--- src/hw/rtl/tscc_pkg.sv ---
`default_nettype none

package tscc_pkg;

    // PID space and special identifiers
    localparam int PID_BITS   = 13;
    localparam int PID_COUNT  = 1 << PID_BITS;
    localparam logic [PID_BITS-1:0] NULL_PID = 13'h1FFF;

    // Last continuity counter: bit 4 set means no counter recorded yet
    localparam logic [4:0] CC_NONE = 5'h10;

    // Counter width; the result ports carry the same 32 bits
    localparam int COUNT_BITS = 32;
    typedef logic [COUNT_BITS-1:0] count_t;
    localparam count_t COUNT_MAX = {COUNT_BITS{1'b1}};

    // Adaptation field control codes
    localparam logic [1:0] AFC_RESERVED = 2'd0;
    localparam logic [1:0] AFC_PAYLOAD  = 2'd1;
    localparam logic [1:0] AFC_ADAPT    = 2'd2;
    localparam logic [1:0] AFC_BOTH     = 2'd3;

    // Queue between front and back
    localparam int QUEUE_DEPTH    = 4;
    localparam int QUEUE_PTR_BITS = 2;

    // Classified packet header
    typedef struct packed {
        logic                err;
        logic [PID_BITS-1:0] pid;
        logic                is_null;
        logic                scrambled;
        logic [1:0]          afc;
        logic [3:0]          cc;
        logic                excuse;     // adaptation length nonzero and discontinuity set
    } item_t;

    // One PID record
    typedef struct packed {
        logic       known;
        logic [4:0] last_cc;
        logic       dup;
        count_t     packets;
        count_t     drops;
        count_t     scrambles;
    } pid_entry_t;

    // Queue status seen by the front
    typedef struct packed {
        logic full;
        logic clearing;
    } front_status_t;

    typedef enum logic [1:0] {
        ST_CLEAR,
        ST_IDLE,
        ST_EXEC
    } back_state_t;

    // Saturating increment
    function automatic count_t sat_inc(input count_t v);
        sat_inc = (v == COUNT_MAX) ? v : v + count_t'(1);
    endfunction

endpackage

`default_nettype wire

--- src/hw/rtl/tscc_front.sv ---
`default_nettype none

module tscc_front
    import tscc_pkg::*;
(
    input  wire logic                in_valid,
    output logic                     in_ready,
    input  wire logic                error_bit,
    input  wire logic [PID_BITS-1:0] pid,
    input  wire logic [1:0]          scrambling_control,
    input  wire logic [1:0]          adaptation_control,
    input  wire logic [3:0]          counter_value,
    input  wire logic [7:0]          byte_four,
    input  wire logic                discontinuity_bit,
    input  wire front_status_t       status,
    output logic                     push,
    output item_t                    item
);

    // Accept while the queue has room and the PID store is not being cleared
    assign in_ready = !status.full && !status.clearing;
    assign push     = in_valid && in_ready;

    // Header classification
    always_comb
    begin
        item.err       = error_bit;
        item.pid       = pid;
        item.is_null   = (pid == NULL_PID);
        item.scrambled = (scrambling_control != 2'd0);
        item.afc       = adaptation_control;
        item.cc        = counter_value;
        item.excuse    = (byte_four != 8'd0) && discontinuity_bit;
    end

endmodule

`default_nettype wire

--- config.mk ---
export PLATFORM = sky130hd
export DESIGN_NAME = tscc_front
export DESIGN_NICKNAME = d
export VERILOG_FILES = /design/src/hw/rtl/tscc_pkg.sv /design/src/hw/rtl/tscc_front.sv
export SDC_FILE = /design/constraint.sdc
export NUM_CORES = 1
export LEC_CHECK = 0
export BUFFER_PORTS_ARGS = -buffer_cell sky130_fd_sc_hd__buf_2
export CAP_MARGIN = 20
export CORE_AREA = 2 2 39 41
export DETAILED_ROUTE_END_ITERATION = 7
export DIE_AREA = 0 0 41 43
export GPL_ROUTABILITY_DRIVEN = 0
export PLACE_DENSITY = 0.74
export SYNTH_ARGS = -nofsm -noshare
export SYNTH_HDL_FRONTEND = slang
export SYNTH_SLANG_ARGS = --single-unit
--- constraint.sdc ---
create_clock -name vclk -period 0.8
set_input_delay 0.04 -clock vclk [all_inputs]
set_output_delay 0.04 -clock vclk [all_outputs]
set_load 0.01 [all_outputs]
# Word-level counts from Yosys, hierarchy flattened
# Index checks and enable logic that the tools add are counted.
# word_totals
wordCells	8
out_inout_bits	25
reg_bits	0
# op_classes
n_eq_ne	1
reduce_logical	7
# ops
operator	n
13-bit equality test (second input constant)	1
8-bit nonzero test	1
1-bit logical AND	3
1-bit zero test	2
2-bit nonzero test	1

# Logic depth before layout (Yosys ltp)
# Gate-level depths: netlist of the first run.
# logic_depth
ltp_word	3
ltp_mapped	2

# Worst setup path after synthesis of the first run
# Ideal clock, no wire load.
# synth_path
kind	input to output
from	input port pid[3]
to	output port item[8] in the netlist's numbering
t_arrival_ns	0.483
required_time_ns	0.760
cell_stages	2
setup_slack_ns	0.277
cell_sequence	nand4_1 nor4_2
# synth_lines
item	line_no	text
start, declared	tscc_front.sv:9	input wire logic [PID_BITS-1:0] pid,
end, declared	tscc_front.sv:17	output item_t item

==> summary.md, run 1 <==
| Metric | Value |
|---|---|
| Setup WS pre-CTS | `roughly 79 ps` |
| Pwr/cell area | `~470 nW/um^2` |
| Met1 usage | `~5.4%` |
| # DRC | `0` |
| Area taken by multi-input logic gates | `~76 um^2` |
| Final hold vios | `0` |
| Share of the synthesized area in the top cell type | `approximately 70%` |
| CP Launch Point | `pid[3]` |
| Drt total wl | `around 530 um` |
| Nets@finish | `between 90 and 100` |
| Crit Path Max Fanout | `2` |
| Chip height | `about 43 um` |
| Max-slew violations | `0` |
| Total placed instance area | `around 320 um^2` |
| Core Footprint | `between 1000 and 1500 um^2` |
| Row count | `14` |
| Syn-to-layout area delta | `46.0%` |
| First-pass GRT wire length | `690 um` |
| Slew headroom | `between 80% and 90%` |
| Syn_area_per_cell | `approximately 7.1 um^2` |
| Met3 Use GR | `less than 1%` |
| ANT nets after route | `0` |
| Synth warn | `0` |
| Global route hottest layer | `met2` |
| Starting Density | `between 10% and 20%` |
| Final Cell Area | `approximately 320 um^2` |
| VDD IR max | `0.109 mV` |
| Synth Instances | `31` |
| Syn Nets | `65` |
| Final min period | `704 ps` |
| RSZ-0062 raised after global routing | `no` |
| Total GRT Usage | `just over 5%` |
| Final Total Pwr | `approximately 150 uW` |
| Worst Max-Slew Pin Slew | `approximately 210 ps` |
| Largest net degree at the start of global routing | `3` |
| N_diodes | `0` |
| Final worst setup slack | `~96 ps` |
| Maxcap violations | `0` |
| Leading area contributor after synthesis | `buf_4` |
| Req. time, crit path | `760 ps` |
| Clock buf count | `0` |
| FF+latch count | `0` |
| Status | `finished, final reports clean` |
| Crit path capture | `item[8]` |
| Final worst-path cycle share | `~88%` |
| DRT Pass-1 Iters | `1` |
| Worst setup EP type | `output port` |
| Post-Syn Area | `approximately 220 um^2` |
| GRT overflow | `0` |
| I/O pin count | `roughly 60` |
| Synth top area cells | `buf_4 68%, nand4_1 5.7%, nor4_1 5.7%` |
| Final setup vio count | `0` |
| Number of fill cells | `~150` |
| Pleak | `0.000195 uW` |
| Seq/Total Area, Yosys | `0%` |
| First-iteration detailed-routing DRC count | `0` |
| Synth unique cells | `10` |
| Antenna violations before repair | `0` |
| Slowest cell on the critical path | `nor4_2` |
| Startpoint types | `input pin` |
| Vias in the first global route | `approximately 210` |
| CP peak stage delay | `between 200 and 300 ps` |
| Die area | `about 1800 um^2` |
| Most used cell, CP | `buf_2` |
| Register Area | `0 um^2` |
| Layout cells sized above 1 | `85.7%` |
| Cell Chain, Critical Path | `buf_2, nand4_1, nor4_2, buf_2` |
| Routed via count | `293` |
| WL per Instance | `~7.4 um` |
| GRT met2 Usage | `a little over a tenth` |
| Crit path kind | `input pin to output port` |
| Worst min path class | `input pin to output port` |
| Die width | `41 um` |
| Via density | `slightly above 4` |
| FMAX | `~1400 MHz` |
| IO Port Bufs | `45` |
| Crit path DAT | `roughly 660 ps` |
| Setup TNS | `0 ps` |
synthesized netlist by cell type:
cell type / number
buf_4: 20
nand4_1: 2
nor4_2: 1
nand2_1: 1
and2_1: 1
nor4_1: 2
a21boi_0: 1
or2_2: 1
nand3_1: 1
nor2_1: 1
worst min path at each step:
stage / from / slack [ps] / endpoint / cells after the start
CTS: counter_value[0] / 80 / item[1] / 0
global route: counter_value[2] / 80 / item[3] / 0
global placement: counter_value[0] / 80 / item[1] / 0
floorplan: status[1] / 130 / in_ready / 1
detailed placement: counter_value[0] / 80 / item[1] / 0
finish: counter_value[0] / 80 / item[1] / 0
through the flow:
stage / hold slack [ps] / util [%] / std cells
final: 80.0 / 23.2 / 72
after detailed placement: 80.1 / 22.8 / 72
after global routing: 80.0 / 23.2 / 72
after global placement: 80.1 / 22.8 / 72
after floorplan: 127 / - / 31
after CTS: 80.1 / 22.8 / 72
per-layer routing:
metal,share of wire [%],up-vias
met2,44,45
met1,28,112
met5,0,-
met3,28,0
met4,0,0
li1,-,136
critical path, delay by kind of cell:
family	cells	cell delay (ps)
buffers and inverters	2	240
and+or+nand+nor	2	380
area by class of cell:
| class | count | area share (%) |
|---|---|---|
| multi-input cells | 11 | 23.7 |
| repair buffers | 45 | 70.0 |
| well taps | 16 | 6.23 |
logic make-up after synthesis:
group                  share of synthesized area (%)
buffers and inverters                           68.2
AO/OA/AOI/OAI                                   3.41
AND/OR/NAND/NOR                                 28.4
cell usage in the layout, fill, tap and decap left out:
cell and instances:
nor4_2 2, nor4_1 1, nand2_1 1, nand3_1 1, and2_1 1, or2_2 1
a21boi_0 1, buf_2 45, nand4_1 2, nor2_1 1
power breakdown:
group          switching (uW)  internal (uW)  leakage (uW)  total (uW)
combinational            67.5           83.3      0.000195         151
sequential                  0              0             0           0
clock                       0              0             0           0
total                    67.5           83.3      0.000195         151
what timing repair did:
action / CTS / global route
setup endpoints to repair: 0 / 1
gates resized for setup: 0 / 1
hold buffers: 0 / 0
setup buffers: 0 / 0
Note: power is estimated with default switching activity, not from simulation.
==> run 2: changes to the inputs <==
- PLACE_DENSITY: 0.74 -> 0.71
==> run 2 against run 1 <==
  * Core utilization shrank 0.45 points
  * Wire length increased by 0.75%
  * Non-clock buffer count unchanged
  * Worst setup slack improved by 8.8 ps
  * First-iteration DRC count is the same
  * Total power down 2.2%
  * Hold slack about the same
  * Die area unchanged
  * Clock-buffer cell count stayed put
  * Via count is 4.8% lower
  * Design area shrank 1.9%
  * Critical path depth unchanged
==> summary.md, run 2 (synthesis gave the netlist of run 1 again) <==
| Metric | Value |
|---|---|
| First-pass GRT wire length | `about 640 um` |
| Max-slew violations | `0` |
| Via density | `3.88` |
| Row count | `14` |
| Startpoint types | `input pin` |
| Crit Path Max Fanout | `2` |
| Final Cell Area | `around 320 um^2` |
| Pleak | `about 0.00019 uW` |
| # DRC | `0` |
| I/O pin count | `59` |
| GRT overflow | `0` |
| WL per Instance | `~7.5 um` |
| Total GRT Usage | `about 4.8%` |
| Final worst-path cycle share | `just under 90%` |
| Crit path DAT | `660 ps` |
| Layout cells sized above 1 | `~84%` |
| N_diodes | `0` |
| Maxcap violations | `0` |
| Final setup vio count | `0` |
| Antenna violations before repair | `0` |
| Final hold vios | `0` |
| Hold buffer count at cts | `0` |
| Core Footprint | `roughly 1400 um^2` |
| Final min period | `about 700 ps` |
| Status | `finished, final reports clean` |
| Routed via count | `between 200 and 300` |
| Most frequent cells in the layout | `45 x buf_2, 2 x nand4_1, 2 x nor4_1` |
| FMAX | `between 1000 and 1500 MHz` |
| DRT Pass-1 Iters | `1` |
| Req. time, crit path | `around 760 ps` |
| Clock buf count | `0` |
| VDD IR max | `just under 0.1 mV` |
| IO Port Bufs | `45` |
| Resized Gates After CTS | `0` |
| Die width | `41 um` |
| Worst min path class | `input pin to output port` |
| Total placed instance area | `between 300 and 400 um^2` |
| RSZ-0062 raised after global routing | `no` |
| Die area | `~1800 um^2` |
| Largest net degree at the start of global routing | `3` |
| First-iteration detailed-routing DRC count | `0` |
| Nets@finish | `92` |
| Drt total wl | `537 um` |
| Crit path kind | `input pin to output port` |
| Commonest non-fill, non-tap cell in the layout | `buf_2` |
| Setup TNS | `0 ps` |
| Pwr/cell area | `approximately 470 nW/um^2` |
| Register Area | `0 um^2` |
| FF+latch count | `0` |
| Slew headroom | `85.6%` |
| Vias in the first global route | `roughly 220` |
| Starting Density | `15.9%` |
| ANT nets after route | `0` |
| Worst setup EP type | `output port` |
| Finished Core Util | `between 20% and 30%` |
| Post CTS Setup Buffer Count | `0` |
| Chip height | `~43 um` |
| Worst Max-Slew Pin Slew | `about 210 ps` |
| Syn-to-layout area delta | `43.2%` |
[run 2: path summary, 6_finish.rpt]
path / from / to / slack (ps) / cells past startpoint
hold / removal: counter_value[1] / item[2] / 80 / 0
setup / recovery: pid[2] / item[8] / 100 / 4
[run 2: where the power goes]
group / total [uW] / leakage, uW / internal (uW) / switching, uW
Sequential: 0 / 0 / 0 / 0
Combinational: 147 / 0.000195 / 82.5 / 64.9
Clock: 0 / 0 / 0 / 0
Total: 147 / 0.000195 / 82.5 / 64.9
[run 2: routing by layer]
layer  track usage (%)  wire length [um]  vias up
met4             0.667                 0        0
met5                 0                 0        -
met3                 0               133        0
li1                  -                 -      135
met2              10.3               258       38
met1              4.43               145      106
[run 2: layout make-up]
class / instances / area [um^2]
fill: 160 / 1070
multi-input combinational: 11 / 70.1
tap: 16 / 20.0
timing repair buffer: 45 / 225
[run 2: critical path: stages]
cell,delay [ps]
buf_2,90
nand4_1,120
nor4_2,250
buf_2,160
[run 2: stage by stage]
stage               setup slack (ps)  total power (uW)  std cells  hold WS, ps
floorplan                        277               122         31          127
global placement                91.8               147         72         80.1
detailed placement              85.7               149         72         80.1
CTS                             85.7               149         72         80.1
global route                    24.8               165         72         80.0
finish                           104               147         72         80.0
==> run 3: changes to the inputs <==
- RECOVER_POWER: not set -> 50
==> run 3 against run 2 <==
  * First-iteration DRC count is the same
  * Design area shrank 2.0%
  * Clock-buffer cell count is the same
  * Sequential cell count is the same
  * Hold slack is the same
  * Total power shrank 2.3%
  * Maximum frequency is essentially flat
  * Critical path type unchanged
==> summary.md, run 3 (synthesis gave the netlist of run 1 again) <==
| Metric | Value |
|---|---|
| Clock share of power | `0%` |
| Drt total wl | `between 500 and 600 um` |
| ANT nets after route | `0` |
| Worst Hold Depth | `0` |
| Vias in the first global route | `about 220` |
| Commonest non-fill, non-tap cell in the layout | `buf_2` |
| WL per Instance | `about 7.4 um` |
| Row count | `14` |
| Cell Chain, Critical Path | `buf_2, nand4_1, nor4_2, buf_2` |
| CP peak stage delay | `between 200 and 300 ps` |
| Clock buf count | `0` |
| GRT overflow | `0` |
| IO Port Bufs | `45` |
| First-iteration detailed-routing DRC count | `0` |
| Layout cells sized above 1 | `75.0%` |
| Die area | `1760 um^2` |
| Crit Path Max Fanout | `2` |
| Final Total Pwr | `144 uW` |
| Crit path capture | `item[8]` |
| Startpoint types | `input pin` |
| First-pass GRT wire length | `641 um` |
| Syn-to-layout area delta | `40.3%` |
| Psw | `~65 uW` |
| Max-slew violations | `0` |
| CP Launch Point | `pid[2]` |
| Combinational power share | `100.0%` |
| Register Area | `0 um^2` |
| Req. time, crit path | `between 700 and 800 ps` |
| Core Footprint | `between 1000 and 1500 um^2` |
| Power Internal | `between 70 and 80 uW` |
| Worst min path class | `input pin to output port` |
| FF+latch count | `0` |
| Status | `finished, final reports clean` |
| Die width | `approximately 40 um` |
| Starting Density | `between 10% and 20%` |
| FMAX | `about 1400 MHz` |
| Pwr/cell area | `466 nW/um^2` |
| DRT Pass-1 Iters | `1` |
| Final worst-path cycle share | `between 80% and 90%` |
| Post CTS Setup Buffer Count | `0` |
| Final min period | `around 700 ps` |
| Slowest cell on the critical path | `nor4_2` |
| Final hold vios | `0` |
| Most frequent cells in the layout | `40 x buf_2, 5 x clkbuf_1, 2 x nand4_1, 2 x nor4_1` |
| Hold buffer count at cts | `0` |
| Nets@finish | `92` |
| Largest net degree at the start of global routing | `3` |
| Chip height | `approximately 43 um` |
| Slew headroom | `a little under nine tenths` |
| Pleak | `0.000181 uW` |
| Crit path kind | `input pin to output port` |
| N_diodes | `0` |
| # DRC | `0` |
| Switching Share | `45.2%` |
| Power share of the sequential group | `0%` |
| Antenna violations before repair | `0` |
| Most used cell, CP | `buf_2` |
| RSZ-0062 raised after global routing | `no` |
| Worst setup EP type | `output port` |
| Setup TNS | `0 ps` |
| Routed via count | `280` |
| Worst Max-Slew Pin Slew | `~210 ps` |
| Final setup vio count | `0` |
| Via density | `between 3 and 4` |
| I/O pin count | `59` |
| Maxcap violations | `0` |
| Total GRT Usage | `between 4 and 5%` |
| Crit path DAT | `roughly 660 ps` |
| VDD IR max | `0.0946 mV` |
| Resized Gates After CTS | `0` |
-- run 3: cell types whose count changed in the layout (fill, tap and decap cells not counted) --
cell and change:
buf_2 -5, clkbuf_1 +5
-- run 3: critical path, delay by kind of cell --
family | cells | cell delay (ps)
buffers and inverters | 2 | 250
and+or+nand+nor | 2 | 370
-- run 3: worst min path at each step --
stage	startpoint	to	slack (ps)
final	counter_value[1]	item[2]	80
after global routing	counter_value[1]	item[2]	80
after detailed placement	error_bit	item[22]	80
after global placement	error_bit	item[22]	80
after floorplan	status[1]	in_ready	130
after CTS	error_bit	item[22]	80
-- run 3: routing by layer --
| metal | global-route usage, % | up-vias | wire length [um] |
|---|---|---|---|
| li1 | - | 135 | - |
| met2 | 10.3 | 38 | 257 |
| met4 | 0.667 | 0 | 0 |
| met1 | 4.43 | 107 | 143 |
| met3 | 0 | 0 | 131 |
| met5 | 0 | - | 0 |
-- run 3: layout make-up --
class / count / area [um^2]
multi-input combinational: 11 / 70.1
fill: 164 / 1070
timing repair buffer: 45 / 219
tap: 16 / 20.0
-- run 3: power by group through the flow --
stage	sequential, uW	combinational, uW	clock (uW)
after floorplan	0	122	0
after global placement	0	147	0
after detailed placement	0	149	0
after CTS	0	149	0
after global routing	0	162	0
final	0	144	0
-- run 3: per-stage QoR --
stage          hold WS, ps  cells  utilization [%]  worst slack, ps  area [um^2]
2_1_floorplan          127     31                -              277          220
3_3_place_gp          80.1     72             22.8             91.8          315
3_5_place_dp          80.1     72             22.8             85.7          315
4_1_cts               80.1     72             22.8             85.7          315
5_1_grt               80.0     72             22.3             24.8          309
6_report              80.0     72             22.3              104          309
