### config.mk
export PLATFORM = sky130hd
export DESIGN_NAME = tscc_queue
export DESIGN_NICKNAME = d
export VERILOG_FILES = /design/src/hw/rtl/tscc_pkg.sv /design/src/hw/rtl/tscc_queue.sv
export SDC_FILE = /design/constraint.sdc
export NUM_CORES = 1
export LEC_CHECK = 0
export BUFFER_PORTS_ARGS = -buffer_cell sky130_fd_sc_hd__buf_2
export CAP_MARGIN = 30
export CORE_ASPECT_RATIO = 0.8
export CORE_UTILIZATION = 30
export DETAILED_ROUTE_END_ITERATION = 6
export PLACE_DENSITY = 0.48
export SYNTH_ARGS = -nofsm -noshare
export SYNTH_HDL_FRONTEND = slang
export SYNTH_SLANG_ARGS = --single-unit
export TNS_END_PERCENT = 1
### constraint.sdc
create_clock -name clk -period 2.23 [get_ports clk]
set_input_delay 0.1115 -clock clk [delete_from_list [all_inputs] [get_ports clk]]
set_output_delay 0.1115 -clock clk [all_outputs]
set_load 0.005 [all_outputs]
### src/hw/rtl/tscc_pkg.sv
`default_nettype none

package tscc_pkg;

    // PID space and special identifiers
    localparam int PID_BITS   = 13;
    localparam int PID_COUNT  = 1 << PID_BITS;
    localparam logic [PID_BITS-1:0] NULL_PID = 13'h1FFF;

    // Last continuity counter: bit 4 set means no counter recorded yet
    localparam logic [4:0] CC_NONE = 5'h10;

    // Counter width; the result ports carry the same 32 bits
    localparam int COUNT_BITS = 32;
    typedef logic [COUNT_BITS-1:0] count_t;
    localparam count_t COUNT_MAX = {COUNT_BITS{1'b1}};

    // Adaptation field control codes
    localparam logic [1:0] AFC_RESERVED = 2'd0;
    localparam logic [1:0] AFC_PAYLOAD  = 2'd1;
    localparam logic [1:0] AFC_ADAPT    = 2'd2;
    localparam logic [1:0] AFC_BOTH     = 2'd3;

    // Queue between front and back
    localparam int QUEUE_DEPTH    = 4;
    localparam int QUEUE_PTR_BITS = 2;

    // Classified packet header
    typedef struct packed {
        logic                err;
        logic [PID_BITS-1:0] pid;
        logic                is_null;
        logic                scrambled;
        logic [1:0]          afc;
        logic [3:0]          cc;
        logic                excuse;     // adaptation length nonzero and discontinuity set
    } item_t;

    // One PID record
    typedef struct packed {
        logic       known;
        logic [4:0] last_cc;
        logic       dup;
        count_t     packets;
        count_t     drops;
        count_t     scrambles;
    } pid_entry_t;

    // Queue status seen by the front
    typedef struct packed {
        logic full;
        logic clearing;
    } front_status_t;

    typedef enum logic [1:0] {
        ST_CLEAR,
        ST_IDLE,
        ST_EXEC
    } back_state_t;

    // Saturating increment
    function automatic count_t sat_inc(input count_t v);
        sat_inc = (v == COUNT_MAX) ? v : v + count_t'(1);
    endfunction

endpackage

`default_nettype wire

### src/hw/rtl/tscc_queue.sv
`default_nettype none

module tscc_queue
    import tscc_pkg::*;
(
    input  wire logic  clk,
    input  wire logic  rst_n,
    input  wire logic  push,
    input  wire item_t push_item,
    output logic       full,
    input  wire logic  pop,
    output logic       head_valid,
    output item_t      head_item
);

    item_t                     slot_reg [QUEUE_DEPTH];
    logic [QUEUE_PTR_BITS-1:0] wr_ptr_reg, wr_ptr_next;
    logic [QUEUE_PTR_BITS-1:0] rd_ptr_reg, rd_ptr_next;
    logic [QUEUE_PTR_BITS:0]   count_reg, count_next;

    assign full       = (count_reg == (QUEUE_PTR_BITS+1)'(QUEUE_DEPTH));
    assign head_valid = (count_reg != '0);
    assign head_item  = slot_reg[rd_ptr_reg];

    // Pointer and fill bookkeeping
    always_comb
    begin
        wr_ptr_next = push ? wr_ptr_reg + QUEUE_PTR_BITS'(1) : wr_ptr_reg;
        rd_ptr_next = pop  ? rd_ptr_reg + QUEUE_PTR_BITS'(1) : rd_ptr_reg;
        count_next  = count_reg;
        if (push && !pop)
        begin
            count_next = count_reg + (QUEUE_PTR_BITS+1)'(1);
        end
        else if (pop && !push)
        begin
            count_next = count_reg - (QUEUE_PTR_BITS+1)'(1);
        end
    end

    always_ff @(posedge clk or negedge rst_n)
    begin
        if (!rst_n)
        begin
            wr_ptr_reg <= '0;
            rd_ptr_reg <= '0;
            count_reg  <= '0;
        end
        else
        begin
            wr_ptr_reg <= wr_ptr_next;
            rd_ptr_reg <= rd_ptr_next;
            count_reg  <= count_next;
        end
    end

    // Storage
    always_ff @(posedge clk)
    begin
        if (push)
        begin
            slot_reg[wr_ptr_reg] <= push_item;
        end
    end

endmodule

`default_nettype wire

Word level (Yosys, flattened, before mapping)
Memory sizes are Yosys's and may differ from the RTL's.
Index checks and enable logic that the tools add are counted.
{"block": "totals", "rom_bits": 0, "word_cells": 19, "ff_bits": 7, "in_bits": 27, "ramBits": 92, "output_inout_bits": 25, "latchBits": 0, "n_memories": 1}
{"name": "slot_reg", "depth": 4, "width": 23, "rd": 1, "rd_clocked_by_memory_dff": 0, "write_ports": 1, "line": "tscc_queue.sv:16", "source": "item_t slot_reg [QUEUE_DEPTH];"}
{"block": "op_classes", "order_cmp": 0, "bitwise": 0, "mul": 0, "shifts": 0, "eq_ne": 1, "n_mux": 4, "reduce_logical": 6, "div": 0, "n_addsub": 4}
{"operator": "$mux W3", "count": 2}
{"operator": "$add A2 B1 Y2 const B", "count": 2}
{"operator": "$add A3 B1 Y3 const B", "count": 1}
{"operator": "$eq A3 B3 Y1 const B", "count": 1}
{"operator": "$reduce_bool A3 Y1", "count": 1}
{"operator": "$sub A3 B1 Y3 const B", "count": 1}
{"operator": "$logic_and A1 B1 Y1", "count": 2}
{"operator": "$logic_not A1 Y1", "count": 2}
{"operator": "$mux W1", "count": 2}
{"operator": "$reduce_bool A2 Y1", "count": 1}

Longest topological paths before layout
Gate-level depths: netlist (run 1).
{"block": "logic_depth", "word_depth": 4, "mapped_depth": 7, "mapped_depth_nobuf": 7}

Worst setup path before layout (run 1)
No wires, ideal clock.
{"block": "synth_timing", "path_type": "reg2reg", "start": "register wr_ptr_reg[0]", "end": "memory slot_reg[0][0] (netlist name), enable pin", "n_path_buf": 0, "setup_ns": 0.382, "synth_period_minus_slack_ns": 1.590, "path_stages_with_launch": 4, "path_slack_ns": 0.640, "t_required_ns": 1.848, "t_arrival_ns": 1.209, "cell_sequence": "dfrtp_1 inv_1 ha_1 and2_1"}
{"item": "start, declared", "line": "tscc_queue.sv:17", "source": "logic [QUEUE_PTR_BITS-1:0] wr_ptr_reg, wr_ptr_next;"}
{"item": "start signal, assigned", "line": "tscc_queue.sv:51", "source": "wr_ptr_reg <= wr_ptr_next;"}
{"item": "end, declared", "line": "tscc_queue.sv:16"}
No word-level cell before the write port.

==> impl_metrics.env, run 1 <==
export IMPL_final_cell_mix="edfxtp_1 (92), buf_2 (51), dlygate4sd3_1 (22)"
export IMPL_clkPwrFrac_pct=27.3
export IMPL_slowest_stage="mux4_2"
export IMPL_hold_ws_ns=0.0176
export IMPL_dieWidth_um=127
export IMPL_comb_power_share_pct=26.8
export IMPL_wl_per_cell_um=15.9
export IMPL_fmax_ghz=0.506
export IMPL_cp_data_required_time_ns=2.12
export IMPL_vias=1756
export IMPL_grt_max_degree=24
export IMPL_cts_root_buf="clkbuf_16"
export IMPL_yosys_cell_types_count=19
export IMPL_start_kind="flop"
export IMPL_clockBufferDepth=2
export IMPL_rows=36
export IMPL_status="finished, final reports clean"
export IMPL_gp_congestion=0.667
export IMPL_vias_per_cell=4.20
export IMPL_end_kind="primary output"
export IMPL_fin_skew_ns=0.00543
export IMPL_ios=52
export IMPL_gr_usage_all_layers_pct=11.3
export IMPL_antenna_left=0
export IMPL_min_path_type="input pin to flop"
export IMPL_path_buf_inv=2
export IMPL_synthTopCellsByArea="edfxtp_1 (74%), mux4_2 (11%), dfrtp_1 (4.7%)"
export IMPL_routed_wl_mm=6.65
export IMPL_htreeDepth=3
export IMPL_numCtsBuffers=9
export IMPL_drive_gt1_share_pct=37.2
export IMPL_core_area_um2=12200
export IMPL_switchingPower_mw=1.48
export IMPL_finalHoldViolCount=0
export IMPL_setup_tns_final_ns=0
export IMPL_cts_tree="done"
export IMPL_antenna_found_initial=0
export IMPL_syn_avg_cell_area_um2=24.2
export IMPL_grt_pass1_vias=1824
export IMPL_path_max_fanout=14
export IMPL_layout_commonest_cell="edfxtp_1"
export IMPL_dp_hpwl_mm=4.32
export IMPL_syn_area_um2=3760
export IMPL_postSynthCellCount=155
export IMPL_clock_sinks=99
export IMPL_yosysWarnings=0
export IMPL_diodes=0
export IMPL_dr_pass1_iters=5
export IMPL_p_leak_nw=1.69
export IMPL_rsz0062_at_grt="no"
export IMPL_cellPowerDensity_nw_per_um2=1200
export IMPL_synth_top_area_share_pct=73.5
export IMPL_area_delta_synth_final_pct=26.6
export IMPL_crit_chain="buf_4, mux4_2, buf_2"
export IMPL_setup_viol=0
export IMPL_place_ws_ns=0.567
export IMPL_relSlewSlack_pct=63.5
export IMPL_period_minus_slack_ns=1.97
export IMPL_yosys_register_bits=99
export IMPL_largest_reg_flops=92
export IMPL_swShare_pct=25.9
export IMPL_drv_cap=0
export IMPL_clk_latency_ns=0.33
export IMPL_grt_overflow=0
export IMPL_die_area_um2=13000
export IMPL_die_h_um=102
export IMPL_min_period_over_period_pct=88.5
export IMPL_tightest_slew_ns=0.547
export IMPL_seqCellArea_um2=2940
export IMPL_drc_errors=0
export IMPL_fill_cells=1123
export IMPL_initial_core_util_pct=30.8
export IMPL_grt_pass1_wl_mm=10.3
export IMPL_p_int_mw=4.24
export IMPL_place_inst=381
export IMPL_report_final_slew_viol_count=0
export IMPL_drt_iter0_drc=71
export IMPL_clk_pin_slew_ns=0.06
export IMPL_seq_power_share_pct=45.9
export IMPL_instances_no_fill=418
export IMPL_synth_area_leader_cell="edfxtp_1"
export IMPL_power_total_mw=5.72
export IMPL_max_vdd_ir_drop_uv=507
export IMPL_syn_nets=188
export IMPL_multiInputGateArea_um2=738
export IMPL_portBuffers=51
export IMPL_arrival_ns=1.86
export IMPL_max_stage_delay_ns=0.57
export IMPL_path_delay_family="multiplexers"
export IMPL_path_class="flop to primary output"
export IMPL_ys_seq_area_share_pct=78.2
export IMPL_setup_ws_ns=0.256
export IMPL_nNetsFinal=276
## synthesized netlist by cell type (all sizes together)
library cell,instances
nor3b,1
edfxtp,92
fa,1
mux4,23
ha,5
nor2,1
nand2,2
dfrtp,7
o21ai,1
buf,6
and2,4
xor2,4
xnor2,2
inv,4
or3,1
mux2,1
## kinds of logic after synthesis
group,after synthesis,synth area share (%)
adders and majority gates,6,2.20
and+or+nand+nor,9,1.33
muxes,24,14.6
xor gates and xnor gates,6,1.40
DFF,99,78.2
buffers and inverters,10,2.16
AOI/OAI and AO/OA,1,0.133
## power by group through the flow
stage | registers (mW) | logic [mW] | clock network (mW)
6_report | 2.62 | 1.53 | 1.56
5_1_grt | 2.67 | 1.70 | 1.70
4_1_cts | 2.64 | 1.58 | 1.62
3_5_place_dp | 2.68 | 1.55 | 0
3_3_place_gp | 2.67 | 1.55 | 0
2_1_floorplan | 2.57 | 1.06 | 0
## layout make-up
type | instances | share of cell area, %
clock buffers | 12 | 4.97
clock inverters | 3 | 1.34
inverters | 4 | 0.316
multi-input cells | 46 | 15.5
flip-flops and latches | 99 | 61.8
well taps | 171 | 4.50
repair buffers | 83 | 11.6
## routing by layer
layer  vias to the layer above  share of wire [%]  global-route usage (%)
li1                        811                  -                       -
met1                       900                 48                    15.0
met2                        43                 46                    16.6
met3                         2                5.5                    5.29
met4                         0               0.50                    3.66
met5                         -                  0                       0
## final timing paths
kind	from	slack [ns]	endpoint	depth (start not counted)
hold reg to reg	count_reg[2]	0.48	count_reg[2]	1
hold / removal	push_item[2]	0.02	slot_reg[1][2]	1
setup reg to reg	wr_ptr_reg[1]	0.78	slot_reg[1][14]	4
max in group asynchronous	rst_n	1.89	rd_ptr_reg[0]	2
min in group asynchronous	rst_n	0.15	count_reg[2]	2
setup / recovery	rd_ptr_reg[0]	0.26	head_item[3]	3
## stage by stage
step | cell area [um^2] | utilization, %
floorplan | 3760 | -
global placement | 4240 | 34.7
detailed placement | 4240 | 34.7
CTS | 4750 | 38.9
global route | 4760 | 39.0
finish | 4760 | 39.0
## repair_timing
action                                  in CTS  in global routing
endpoints found under the setup margin       0                  0
buffers inserted                             0                  0
hold endpoints to repair                    87                  1
hold buffers                                21                  1
resized for setup                            0                  0
No activity file was read; power rests on OpenSTA's default activity.
==> run 2, diff against run 1 <==
--- a/config.mk
+++ b/config.mk
@@ -11,6 +11,7 @@
 export CORE_UTILIZATION = 30
 export DETAILED_ROUTE_END_ITERATION = 6
 export PLACE_DENSITY = 0.48
+export RECOVER_POWER = 50
 export SYNTH_ARGS = -nofsm -noshare
 export SYNTH_HDL_FRONTEND = slang
 export SYNTH_SLANG_ARGS = --single-unit
==> impl_metrics.env, run 2 (synthesis results as in run 1) <==
export IMPL_start_kind="flop"
export IMPL_use_met1_pct=15.0
export IMPL_use_met3_pct=5.29
export IMPL_fmax_ghz=0.507
export IMPL_tightest_slew_ns=0.701
export IMPL_fill_cells=1135
export IMPL_clk_latency_ns=0.33
export IMPL_dieWidth_um=127
export IMPL_grt_pass1_wl_mm=10.3
export IMPL_report_final_slew_viol_count=0
export IMPL_slowest_stage="mux4_2"
export IMPL_cellPowerDensity_nw_per_um2=1210
export IMPL_seq_power_share_pct=46.0
export IMPL_core_area_um2=12200
export IMPL_multiInputGateArea_um2=738
export IMPL_worstSetupStartpoint="rd_ptr_reg[0]"
export IMPL_clk_pin_slew_ns=0.06
export IMPL_rsz0062_at_grt="no"
export IMPL_setup_viol=0
export IMPL_place_inst=381
export IMPL_grt_pass1_vias=1824
export IMPL_arrival_ns=1.86
export IMPL_p_int_mw=4.23
export IMPL_drive_gt1_share_pct=26.7
export IMPL_dp_hpwl_mm=4.32
export IMPL_portBuffers=51
export IMPL_crit_chain="buf_4, mux4_2, buf_2"
export IMPL_clockBufferDepth=2
export IMPL_max_stage_delay_ns=0.57
export IMPL_ios=52
export IMPL_finalHoldViolCount=0
export IMPL_relSlewSlack_pct=53.3
export IMPL_area_delta_synth_final_pct=25.7
export IMPL_min_path_type="input pin to flop"
export IMPL_power_total_mw=5.71
export IMPL_vias=1751
export IMPL_drv_cap=0
export IMPL_htreeDepth=3
export IMPL_end_kind="primary output"
export IMPL_die_area_um2=13000
export IMPL_numCtsBuffers=9
export IMPL_die_h_um=102
export IMPL_vias_per_cell=4.19
export IMPL_grt_max_degree=24
export IMPL_seqCellArea_um2=2940
export IMPL_cts_root_buf="clkbuf_16"
export IMPL_cts_hold_buffers_added=21
export IMPL_post_dp_cell_area_um2=4240
export IMPL_p_leak_nw=1.62
export IMPL_instances_no_fill=418
export IMPL_status="finished, final reports clean"
export IMPL_cts_resized=0
export IMPL_cts_tree="done"
export IMPL_design_area_um2=4720
export IMPL_nNetsFinal=276
export IMPL_max_vdd_ir_drop_uv=507
export IMPL_gp_congestion=0.667
export IMPL_layout_commonest_cell="edfxtp_1"
export IMPL_wl_per_cell_um=15.9
export IMPL_switchingPower_mw=1.49
export IMPL_clkPwrFrac_pct=27.4
export IMPL_rows=36
export IMPL_r2r_start="wr_ptr_reg[0]"
export IMPL_final_cell_mix="edfxtp_1 (92), clkbuf_1 (29), buf_2 (26)"
export IMPL_grt_overflow=0
export IMPL_cts_setup_buffers=0
export IMPL_hold_ws_ns=0.0448
export IMPL_antenna_found_initial=0
export IMPL_fin_skew_ns=0.00541
export IMPL_path_class="flop to primary output"
export IMPL_period_minus_slack_ns=1.97
export IMPL_initial_core_util_pct=30.8
export IMPL_largest_reg_flops=92
export IMPL_clock_sinks=99
export IMPL_drc_errors=0
export IMPL_comb_power_share_pct=26.6
export IMPL_hold_path_startpoint="push"
export IMPL_path_max_fanout=14
export IMPL_antenna_left=0
export IMPL_drt_iter0_drc=70
export IMPL_min_period_over_period_pct=88.4
export IMPL_dr_pass1_iters=6
export IMPL_gr_usage_all_layers_pct=11.3
export IMPL_use_met2_pct=16.6
export IMPL_setup_tns_final_ns=0
export IMPL_routed_wl_mm=6.65
export IMPL_grt_busiest_layer="met2"
export IMPL_diodes=0
export IMPL_swShare_pct=26.0
export IMPL_cp_data_required_time_ns=2.12
## run 2: changes by cell type in the layout (fill, tap and decap cells not counted), sizes merged
cell | before | now
buf | 61 | 35
clkbuf | 12 | 38
## run 2: final timing paths
check                      slack, ns               to  cells past startpoint
hold reg to reg                 0.48     count_reg[2]                      1
max in group asynchronous       1.68    rd_ptr_reg[0]                      2
min in group asynchronous       0.23     count_reg[2]                      2
setup reg to reg                0.61  slot_reg[3][15]                      3
setup / recovery                0.26     head_item[3]                      3
hold / removal                  0.04    wr_ptr_reg[0]                      2
## run 2: area by class of cell
| type | count | area share, % |
|---|---|---|
| clock buffers | 12 | 5.01 |
| clock inverters | 3 | 1.35 |
| inverters | 4 | 0.318 |
| multi-input cells | 46 | 15.6 |
| flip-flops and latches | 99 | 62.2 |
| well taps | 171 | 4.53 |
| repair buffers | 83 | 10.9 |
## run 2: worst max-delay path, delay by kind of cell, from the launching register on
kind                   cells  cell delay (ns)
buffers and inverters      2             0.48
flip-flops                 1             0.47
multiplexers               1             0.57
## run 2: per-stage QoR
stage | util [%] | setup WS (ns)
after detailed placement | 34.7 | 0.567
final | 38.7 | 0.258
after global placement | 34.7 | 0.573
after global routing | 38.7 | 0.129
after CTS | 38.9 | 0.190
after floorplan | - | 0.640
## run 2: power by group through the flow
stage                     Combinational (mW)  Sequential [mW]  Clock [mW]
after floorplan                         1.06             2.57           0
after global placement                  1.55             2.67           0
after detailed placement                1.55             2.68           0
after CTS                               1.58             2.64        1.62
after global routing                    1.69             2.67        1.70
final                                   1.52             2.63        1.56
## run 2: layer usage
layer  share of wire [%]  vias to the layer above
met1                  47                      892
met3                 6.0                        5
met5                   0                        -
li1                    -                      810
met4                0.74                        0
met2                  46                       44
